### config.mk
export PLATFORM = sky130hd
export DESIGN_NAME = percent_decimal_escape_decoder_top
export DESIGN_NICKNAME = d
export VERILOG_FILES = /design/src/pded_pkg.sv /design/src/percent_decimal_escape_decoder_top.sv /design/src/pded_front.sv /design/src/pded_queue.sv /design/src/pded_back.sv
export SDC_FILE = /design/constraint.sdc
export NUM_CORES = 1
export LEC_CHECK = 0
export BUFFER_PORTS_ARGS = -buffer_cell sky130_fd_sc_hd__buf_2
export CAP_MARGIN = 5
export CORE_MARGIN = 3
export CORE_UTILIZATION = 30
export CTS_CLUSTER_DIAMETER = 30
export DETAILED_ROUTE_END_ITERATION = 8
export HOLD_SLACK_MARGIN = 0.05
export REMOVE_ABC_BUFFERS = 1
export SLEW_MARGIN = 10
export SYNTH_ARGS = -nofsm -noshare
export SYNTH_HDL_FRONTEND = slang
export SYNTH_HIERARCHICAL = 1
export SYNTH_SLANG_ARGS = --single-unit
### constraint.sdc
create_clock -name clk_i -period 9.9 [get_ports clk_i]
set_input_delay 1.98 -clock clk_i [delete_from_list [all_inputs] [get_ports clk_i]]
set_output_delay 1.98 -clock clk_i [all_outputs]
set_load 0.03 [all_outputs]
### src/pded_pkg.sv
// ----------------------------------------------------------------------------
// Percent-decimal escape decoder package
// Shared constants and the result group type passed from front to back.
// ----------------------------------------------------------------------------
package pded_pkg;

  // Character codes and the limit on an escaped byte value.
  localparam logic [7:0] Percent   = 8'h25;
  localparam logic [7:0] DigitZero = 8'h30;
  localparam logic [7:0] DigitNine = 8'h39;
  localparam int unsigned ByteLimit = 256;

  // Most result bytes that one input byte can produce.
  localparam int unsigned GroupBytes = 4;
  localparam int unsigned GroupIdxW  = $clog2(GroupBytes);

  // Depth of the group queue between the front and the back.
  localparam int unsigned QueueDepth = 4;
  localparam int unsigned QueuePtrW  = $clog2(QueueDepth);
  localparam int unsigned QueueCntW  = $clog2(QueueDepth + 1);

  // All result bytes caused by one accepted input byte.
  typedef struct packed {
    logic [GroupBytes-1:0][7:0] bytes;     // bytes in output order
    logic [GroupIdxW-1:0]       last_idx;  // index of the final valid byte
    logic                       last;      // final byte ends the packet
  } grp_t;

  // Handshake between the front and the queue.
  typedef struct packed {
    logic push;
    grp_t grp;
  } push_t;

endpackage

### src/percent_decimal_escape_decoder_top.sv
// A result byte passes the group queue, then the output register.
// Throughput: one input byte per cycle while the queue is not full; the back end
//   emits one byte per cycle while not stalled, sending an input's k bytes in turn.
// A four-group queue between front and back absorbs bursts of expanded bytes.
// Reset (asynchronous, active low) clears the escape state, queue and output valid.
// ----------------------------------------------------------------------------
// Percent-decimal escape decoder top level
// Replaces percent and one to three decimal digits with that nonzero byte value.
// ----------------------------------------------------------------------------
module percent_decimal_escape_decoder_top (
  input  logic       clk_i,
  input  logic       rst_ni,
  input  logic [7:0] data_byte_i,
  input  logic       end_of_packet_i,
  input  logic       in_valid_i,
  output logic       in_stall_o,
  output logic [7:0] out_byte_o,
  output logic       out_last_o,
  output logic       out_valid_o,
  input  logic       out_stall_i
);

  pded_pkg::push_t push;
  pded_pkg::grp_t  head;
  logic            q_full;
  logic            q_valid;
  logic            pop;

  // Front end: classification and escape state.
  pded_front u_front (
    .clk_i           (clk_i),
    .rst_ni          (rst_ni),
    .data_byte_i     (data_byte_i),
    .end_of_packet_i (end_of_packet_i),
    .in_valid_i      (in_valid_i),
    .in_stall_o      (in_stall_o),
    .q_full_i        (q_full),
    .push_o          (push)
  );

  // Group queue.
  pded_queue u_queue (
    .clk_i      (clk_i),
    .rst_ni     (rst_ni),
    .push_i     (push),
    .full_o     (q_full),
    .pop_i      (pop),
    .rd_valid_o (q_valid),
    .rd_grp_o   (head)
  );

  // Back end: byte serializer and output register.
  pded_back u_back (
    .clk_i       (clk_i),
    .rst_ni      (rst_ni),
    .rd_valid_i  (q_valid),
    .rd_grp_i    (head),
    .pop_o       (pop),
    .out_byte_o  (out_byte_o),
    .out_last_o  (out_last_o),
    .out_valid_o (out_valid_o),
    .out_stall_i (out_stall_i)
  );

endmodule

### src/pded_front.sv
// ----------------------------------------------------------------------------
// Percent-decimal escape decoder front end
// Accepts payload bytes, tracks the pending escape and builds result groups.
// ----------------------------------------------------------------------------
module pded_front (
  input  logic            clk_i,
  input  logic            rst_ni,
  input  logic [7:0]      data_byte_i,
  input  logic            end_of_packet_i,
  input  logic            in_valid_i,
  output logic            in_stall_o,
  input  logic            q_full_i,
  output pded_pkg::push_t push_o
);

  typedef enum logic [1:0] {
    PhNone,
    PhPct,
    PhOne,
    PhTwo
  } phase_e;

  // Bytes that resolving held text yields, up to three.
  typedef struct packed {
    logic [2:0][7:0] bytes;
    logic [1:0]      cnt;
  } held_t;

  phase_e     phase_q, phase_d, phase_mid;
  logic [3:0] first_q, first_d;
  logic [3:0] second_q, second_d;

  logic       accept;
  logic       is_digit;
  logic [3:0] digit;
  logic [9:0] three;
  logic       hit;
  logic       do_old;
  logic       emit_mid;
  logic [7:0] mid_byte;
  held_t      res_old, res_new;
  logic [2:0] n;
  pded_pkg::grp_t grp;

  // Resolve held text as if a non-digit followed.
  function automatic held_t resolve_f(input phase_e ph, input logic [3:0] fd,
                                      input logic [3:0] sd);
    held_t      r;
    logic [6:0] two;
    r   = '0;
    two = 7'(fd) * 7'd10 + 7'(sd);
    unique case (ph)
      PhNone: begin
        r.cnt = 2'd0;
      end
      PhPct: begin
        r.bytes[0] = pded_pkg::Percent;
        r.cnt      = 2'd1;
      end
      PhOne: begin
        if (fd != 4'd0) begin
          r.bytes[0] = {4'd0, fd};
          r.cnt      = 2'd1;
        end else begin
          r.bytes[0] = pded_pkg::Percent;
          r.bytes[1] = pded_pkg::DigitZero | {4'd0, fd};
          r.cnt      = 2'd2;
        end
      end
      PhTwo: begin
        if (two != 7'd0) begin
          r.bytes[0] = {1'b0, two};
          r.cnt      = 2'd1;
        end else begin
          r.bytes[0] = pded_pkg::Percent;
          r.bytes[1] = pded_pkg::DigitZero | {4'd0, fd};
          r.bytes[2] = pded_pkg::DigitZero | {4'd0, sd};
          r.cnt      = 2'd3;
        end
      end
      default: begin
        r.cnt = 2'd0;
      end
    endcase
    return r;
  endfunction

  assign in_stall_o = q_full_i;
  assign accept     = in_valid_i && !q_full_i;

  // Classify the incoming byte.
  assign is_digit = (data_byte_i >= pded_pkg::DigitZero) &&
                    (data_byte_i <= pded_pkg::DigitNine);
  assign digit    = is_digit ? data_byte_i[3:0] : 4'd0;
  assign three    = 10'(first_q) * 10'd100 + 10'(second_q) * 10'd10 + 10'(digit);
  assign hit      = is_digit && (three != 10'd0) &&
                    (three < 10'(pded_pkg::ByteLimit));

  // Main decision on the held state and the new byte.
  always_comb begin
    phase_mid = phase_q;
    first_d   = first_q;
    second_d  = second_q;
    do_old    = 1'b0;
    emit_mid  = 1'b0;
    mid_byte  = data_byte_i;
    unique case (phase_q)
      PhNone: begin
        if (data_byte_i == pded_pkg::Percent) begin
          phase_mid = PhPct;
        end else begin
          emit_mid = 1'b1;
        end
      end
      PhPct, PhOne: begin
        if (is_digit) begin
          if (phase_q == PhPct) begin
            first_d   = digit;
            phase_mid = PhOne;
          end else begin
            second_d  = digit;
            phase_mid = PhTwo;
          end
        end else begin
          do_old = 1'b1;
          if (data_byte_i == pded_pkg::Percent) begin
            phase_mid = PhPct;
          end else begin
            phase_mid = PhNone;
            emit_mid  = 1'b1;
          end
        end
      end
      PhTwo: begin
        if (hit) begin
          phase_mid = PhNone;
          emit_mid  = 1'b1;
          mid_byte  = three[7:0];
        end else begin
          do_old = 1'b1;
          if (data_byte_i == pded_pkg::Percent) begin
            phase_mid = PhPct;
          end else begin
            phase_mid = PhNone;
            emit_mid  = 1'b1;
          end
        end
      end
      default: begin
        phase_mid = PhNone;
      end
    endcase
  end

  assign res_old = resolve_f(phase_q, first_q, second_q);
  assign res_new = resolve_f(phase_mid, first_d, second_d);
  assign phase_d = end_of_packet_i ? PhNone : phase_mid;

  // Assemble the result group in output order.
  always_comb begin
    grp = '0;
    n   = 3'd0;
    if (do_old) begin
      for (int k = 0; k < 3; k++) begin
        if (2'(k) < res_old.cnt) begin
          grp.bytes[n[1:0]] = res_old.bytes[k];
          n = n + 3'd1;
        end
      end
    end
    if (emit_mid) begin
      grp.bytes[n[1:0]] = mid_byte;
      n = n + 3'd1;
    end
    if (end_of_packet_i) begin
      for (int k = 0; k < 3; k++) begin
        if (2'(k) < res_new.cnt) begin
          grp.bytes[n[1:0]] = res_new.bytes[k];
          n = n + 3'd1;
        end
      end
    end
    grp.last_idx = 2'(n - 3'd1);
    grp.last     = end_of_packet_i;
  end

  assign push_o.push = accept && (n != 3'd0);
  assign push_o.grp  = grp;

  // Escape state advances on every accepted byte.
  always_ff @(posedge clk_i or negedge rst_ni) begin
    if (!rst_ni) begin
      phase_q  <= PhNone;
      first_q  <= 4'd0;
      second_q <= 4'd0;
    end else if (accept) begin
      phase_q  <= phase_d;
      first_q  <= first_d;
      second_q <= second_d;
    end
  end

`ifndef SYNTHESIS
  // A packet end leaves nothing held.
  a_eop_clears: assert property (@(posedge clk_i) disable iff (!rst_ni)
    accept && end_of_packet_i |=> phase_q == PhNone)
    else $error("escape state held across packet end");

  // A packet end always yields at least one result byte.
  a_eop_pushes: assert property (@(posedge clk_i) disable iff (!rst_ni)
    accept && end_of_packet_i |-> push_o.push)
    else $error("packet end produced no result");
`endif

endmodule

### src/pded_queue.sv
// ----------------------------------------------------------------------------
// Percent-decimal escape decoder group queue
// Small FIFO of result groups that decouples the front from the back.
// ----------------------------------------------------------------------------
module pded_queue (
  input  logic                 clk_i,
  input  logic                 rst_ni,
  input  pded_pkg::push_t      push_i,
  output logic                 full_o,
  input  logic                 pop_i,
  output logic                 rd_valid_o,
  output pded_pkg::grp_t       rd_grp_o
);

  pded_pkg::grp_t                     mem_q [pded_pkg::QueueDepth];
  logic [pded_pkg::QueuePtrW-1:0]     wr_ptr_q, rd_ptr_q;
  logic [pded_pkg::QueueCntW-1:0]     cnt_q;
  logic                               wr_en, rd_en;

  assign full_o     = cnt_q == pded_pkg::QueueCntW'(pded_pkg::QueueDepth);
  assign rd_valid_o = cnt_q != '0;
  assign rd_grp_o   = mem_q[rd_ptr_q];
  assign wr_en      = push_i.push && !full_o;
  assign rd_en      = pop_i && rd_valid_o;

  // Storage write.
  always_ff @(posedge clk_i) begin
    if (wr_en) begin
      mem_q[wr_ptr_q] <= push_i.grp;
    end
  end

  // Pointers and fill count.
  always_ff @(posedge clk_i or negedge rst_ni) begin
    if (!rst_ni) begin
      wr_ptr_q <= '0;
      rd_ptr_q <= '0;
      cnt_q    <= '0;
    end else begin
      if (wr_en) begin
        wr_ptr_q <= wr_ptr_q + 1'b1;
      end
      if (rd_en) begin
        rd_ptr_q <= rd_ptr_q + 1'b1;
      end
      if (wr_en && !rd_en) begin
        cnt_q <= cnt_q + 1'b1;
      end else if (rd_en && !wr_en) begin
        cnt_q <= cnt_q - 1'b1;
      end
    end
  end

`ifndef SYNTHESIS
  // The front never offers a group while the queue is full.
  a_no_overflow: assert property (@(posedge clk_i) disable iff (!rst_ni)
    !(push_i.push && full_o))
    else $error("group pushed into a full queue");
`endif

endmodule

### src/pded_back.sv
// ----------------------------------------------------------------------------
// Percent-decimal escape decoder back end
// Serializes queued result groups onto the output port one byte per cycle while not stalled.
// ----------------------------------------------------------------------------
module pded_back (
  input  logic           clk_i,
  input  logic           rst_ni,
  input  logic           rd_valid_i,
  input  pded_pkg::grp_t rd_grp_i,
  output logic           pop_o,
  output logic [7:0]     out_byte_o,
  output logic           out_last_o,
  output logic           out_valid_o,
  input  logic           out_stall_i
);

  logic [pded_pkg::GroupIdxW-1:0] idx_q;
  logic                           out_valid_q;
  logic [7:0]                     out_byte_q;
  logic                           out_last_q;
  logic                           load;
  logic                           at_end;

  assign load   = !out_valid_q || !out_stall_i;
  assign at_end = idx_q == rd_grp_i.last_idx;
  assign pop_o  = load && rd_valid_i && at_end;

  // Output register and position within the head group.
  always_ff @(posedge clk_i or negedge rst_ni) begin
    if (!rst_ni) begin
      idx_q       <= '0;
      out_valid_q <= 1'b0;
    end else if (load) begin
      out_valid_q <= rd_valid_i;
      if (rd_valid_i) begin
        idx_q <= at_end ? '0 : idx_q + 1'b1;
      end
    end
  end

  // Output payload.
  always_ff @(posedge clk_i) begin
    if (load && rd_valid_i) begin
      out_byte_q <= rd_grp_i.bytes[idx_q];
      out_last_q <= rd_grp_i.last && at_end;
    end
  end

  assign out_valid_o = out_valid_q;
  assign out_byte_o  = out_byte_q;
  assign out_last_o  = out_last_q;

`ifndef SYNTHESIS
  // Finishing a group always places its final byte on the output.
  a_pop_shows: assert property (@(posedge clk_i) disable iff (!rst_ni)
    pop_o |=> out_valid_o && (out_last_o == $past(rd_grp_i.last)))
    else $error("group retired without its final byte");
`endif

endmodule
==> flow_metrics.py <==
metrics = {
    "sta": {
        "setup_tns_ns": 0,
        "finalMaxSlewViolations": 0,
        "hold_viol": 0,
        "skew_ns": 0.0198,
        "fin_hold_ws_ns": 0.504,
        "min_period_ns": 9.15,
        "fin_ws_ns": 0.751,
        "rsz0062_at_grt": "no",
        "tightestPinTransition_ns": 1.11,
        "fin_crit_sh": 0.924,
        "setup_viol_count_final": 0,
        "maxSlewHeadroom": 0.256,
        "fmax_mhz": 109,
    },
    "synth": {
        "async_flop_share": 0.118,
        "yosysWarnings": 6,
        "netlist_instances": 790,
        "syn_area_mm2": 0.0101,
        "ys_types": 92,
        "synth_edf_count": 149,
        "ys_ff_latch": 169,
        "yosysSeqAreaShare": 0.491,
        "synth.avg_cell_area_um2": 12.8,
        "synthFlopType": "edfxtp_1",
    },
    "clock_network": {
        "clkTransAtPathRegs_ns": 0.06,
        "cts-htree-levels": 4,
        "cts.path.max_buffers": 2,
        "cts.repair.resized": 0,
        "clock_sinks": 169,
        "cts_hold_buf": 0,
        "worst_skew_pair.late_latency_ns": 0.42,
        "cts_root_buf": "clkbuf_16",
        "post_cts_buffers": 0,
        "cts_buffers": 17,
        "tritoncts": "done",
    },
    "floorplan": {
        "core_mm2": 0.0329,
        "rows": 66,
        "die_y_um": 190,
        "start_util": 0.308,
        "die_w_um": 190,
        "ioPinCount": 24,
        "die_area_mm2": 0.0360,
    },
    "drt": {
        "vias": 6927,
        "viasPerCell": 5.45,
        "ant_nets": 0,
        "drtIter0Drc": 706,
        "wirelength_um": 25800,
        "wl_per_cell_um": 20.3,
        "route.detailed.drc": 0,
        "first_pass_iters": 7,
    },
    "critical_path": {
        "cp.arrival_ns": 9.48,
        "path_class": "primary input to flop",
        "max_stage_delay_ns": 0.52,
        "regToRegSetupSlack_ns": 1.44,
        "crit_slowest_cell": "or4_4",
        "r2r_end": "u_queue/cnt_q[2]$_DFFE_PN0P_",
        "worst-path-buf-inv": 5,
        "end_kind": "flop",
        "r2r-start": "u_front/first_q[0]$_DFFE_PN0P_",
        "start_kind": "primary input",
        "path_delay_family": "adder cells",
        "cp_common_cell": "ha_1",
        "worstPathMaxFanout": 7,
        "r2r_cells": 35,
        "startpoint": "data_byte_i[7]",
        "crit_required_ns": 10.23,
    },
    "job": {
        "cap_violations": 0,
    },
    "power": {
        "max-vdd-ir-drop_mv": 0.138,
        "p_per_area_mw_per_mm2": 240,
        "p_leak_nw": 4.24,
    },
    "global_route": {
        "grt_overflow": 0,
        "grt_max_degree": 49,
        "groute.usage.overall": 0.146,
        "grt_pass1_vias": 6964,
        "grt_pass1_wl_um": 40500,
        "antenna_found_initial": 0,
    },
    "cells_and_area": {
        "syn_to_final_growth_pct": 12.0,
        "final_nets": 898,
        "final_common_cell": "edfxtp_1",
        "final_cell_mix": "149 x edfxtp_1, 57 x ha_1, 56 x nand2_1",
        "diodes": 0,
        "drive_above_1_share": 0.171,
        "fill_cells": 3273,
    },
    "min_path": {
        "whs_path_depth": 1,
        "hold_start": "u_queue/cnt_q[2]$_DFFE_PN0P_",
        "min_to": "u_queue/cnt_q[2]$_DFFE_PN0P_",
        "worstHoldPathType": "flop to flop",
    },
    "place": {
        "gp_congestion": 0.964,
        "place_ws_ns": 0.336,
        "dp.final_hpwl_um": 18300,
        "port_buffers": 23,
    },
    "status": {
        "status": "complete, no violations",
    },
}
-- kinds of logic after synthesis --
| family | Yosys count | synth area share |
|---|---|---|
| AO/OA/AOI/OAI | 189 | 0.133 |
| XOR/XNOR | 27 | 0.0252 |
| adder cells (fa/ha/maj) | 67 | 0.0902 |
| buffers and inverters | 81 | 0.0394 |
| flip-flops | 169 | 0.491 |
| multiplexers | 59 | 0.116 |
| AND/OR/NAND/NOR | 198 | 0.105 |
-- worst reg2reg max path: cells and delay by family, from the launching register on --
family                     cells  cell delay, ns
muxes                          1            0.09
buffers and inverters          5            0.45
xor gates and xnor gates       2            0.33
DFF                            1            0.68
and+or+nand+nor                6            1.29
adders and majority gates     12            3.82
AOI/OAI and AO/OA              9            1.72
-- layer usage --
| metal | global-route usage | share of wire | vias up | wire length (µm) |
|---|---|---|---|---|
| met5 | 0 | 0 | - | 0 |
| li1 | - | - | 3162 | - |
| met3 | 0.0319 | 0.076 | 65 | 1950 |
| met4 | 0.0483 | 0.030 | 0 | 784 |
| met2 | 0.226 | 0.45 | 298 | 11600 |
| met1 | 0.204 | 0.44 | 3402 | 11400 |
-- report_power, final --
part           total (W)  switching, W  internal (W)
clock           0.000645      0.000291      0.000354
sequential       0.00107     0.0000991      0.000972
combinational    0.00100      0.000555      0.000445
total            0.00272      0.000945       0.00177
-- how the worst max path moves through the flow --
stage,end,depth (start not counted)
after floorplan,u_queue/mem_q[2][0]$_DFFE_PP_,30
after global placement,u_queue/cnt_q[2]$_DFFE_PN0P_,37
after detailed placement,u_queue/cnt_q[2]$_DFFE_PN0P_,37
after CTS,u_queue/cnt_q[2]$_DFFE_PN0P_,37
after global routing,u_queue/cnt_q[2]$_DFFE_PN0P_,37
final,u_queue/cnt_q[2]$_DFFE_PN0P_,37
-- synth_stat cells (all sizes together), types with 4 or more instances --
cell type,count,area (µm²)
edfxtp,149,4470
ha,57,713
nand2,56,210
inv,46,175
mux4,43,1000
o21ai,35,175
a21oi,32,164
nor2,28,108
nand3,22,123
nor3,21,105
dfrtp,20,500
a31oi,19,119
buf,18,160
clkbuf,17,63.8
xnor2,15,150
mux2i,12,120
xor2,12,105
o22ai,11,68.8
and2,10,62.6
fa,10,200
o211ai,10,75.1
a21boi,8,63.8
a22oi,8,60.1
nand2b,8,50.1
a21o,7,53.8
and3,7,43.8
nor2b,7,43.8
nor3b,7,57.6
o31ai,7,66.3
a221oi,4,35.0
a222oi,4,40.0
a22o,4,35.0
mux2,4,48.8
nand4,4,31.3
nor4,4,31.3
o31a,4,35.0
or3,4,25.0
or4,4,33.8
-- sequential cells by signal (all words and copies together), names as in the netlist, 3 cells and up --
name / flops
u_queue/mem_q: 140
u_back/out_byte_o: 8
u_front/first_q: 4
u_front/second_q: 4
u_queue/cnt_q: 3
-- final cells by class --
| type | instances | area [µm²] | area share |
|---|---|---|---|
| multi-input combinational | 540 | 4760 | 0.420 |
| timing repair buffer | 44 | 310 | 0.0274 |
| tap | 442 | 553 | 0.0488 |
| clock inverter | 13 | 135 | 0.0119 |
| inverter | 46 | 175 | 0.0155 |
| sequential | 169 | 4980 | 0.439 |
| clock buffer | 18 | 429 | 0.0379 |
-- through the flow --
stage	total power, W	util	area (µm²)	std cells
final	0.00272	0.345	11300	1272
after global placement	0.00208	0.328	10800	1241
after floorplan	0.00179	-	9900	755
after CTS	0.00275	0.345	11300	1272
after detailed placement	0.00210	0.328	10800	1241
after global routing	0.00289	0.345	11300	1272
No activity file was read; power rests on OpenSTA's default activity.
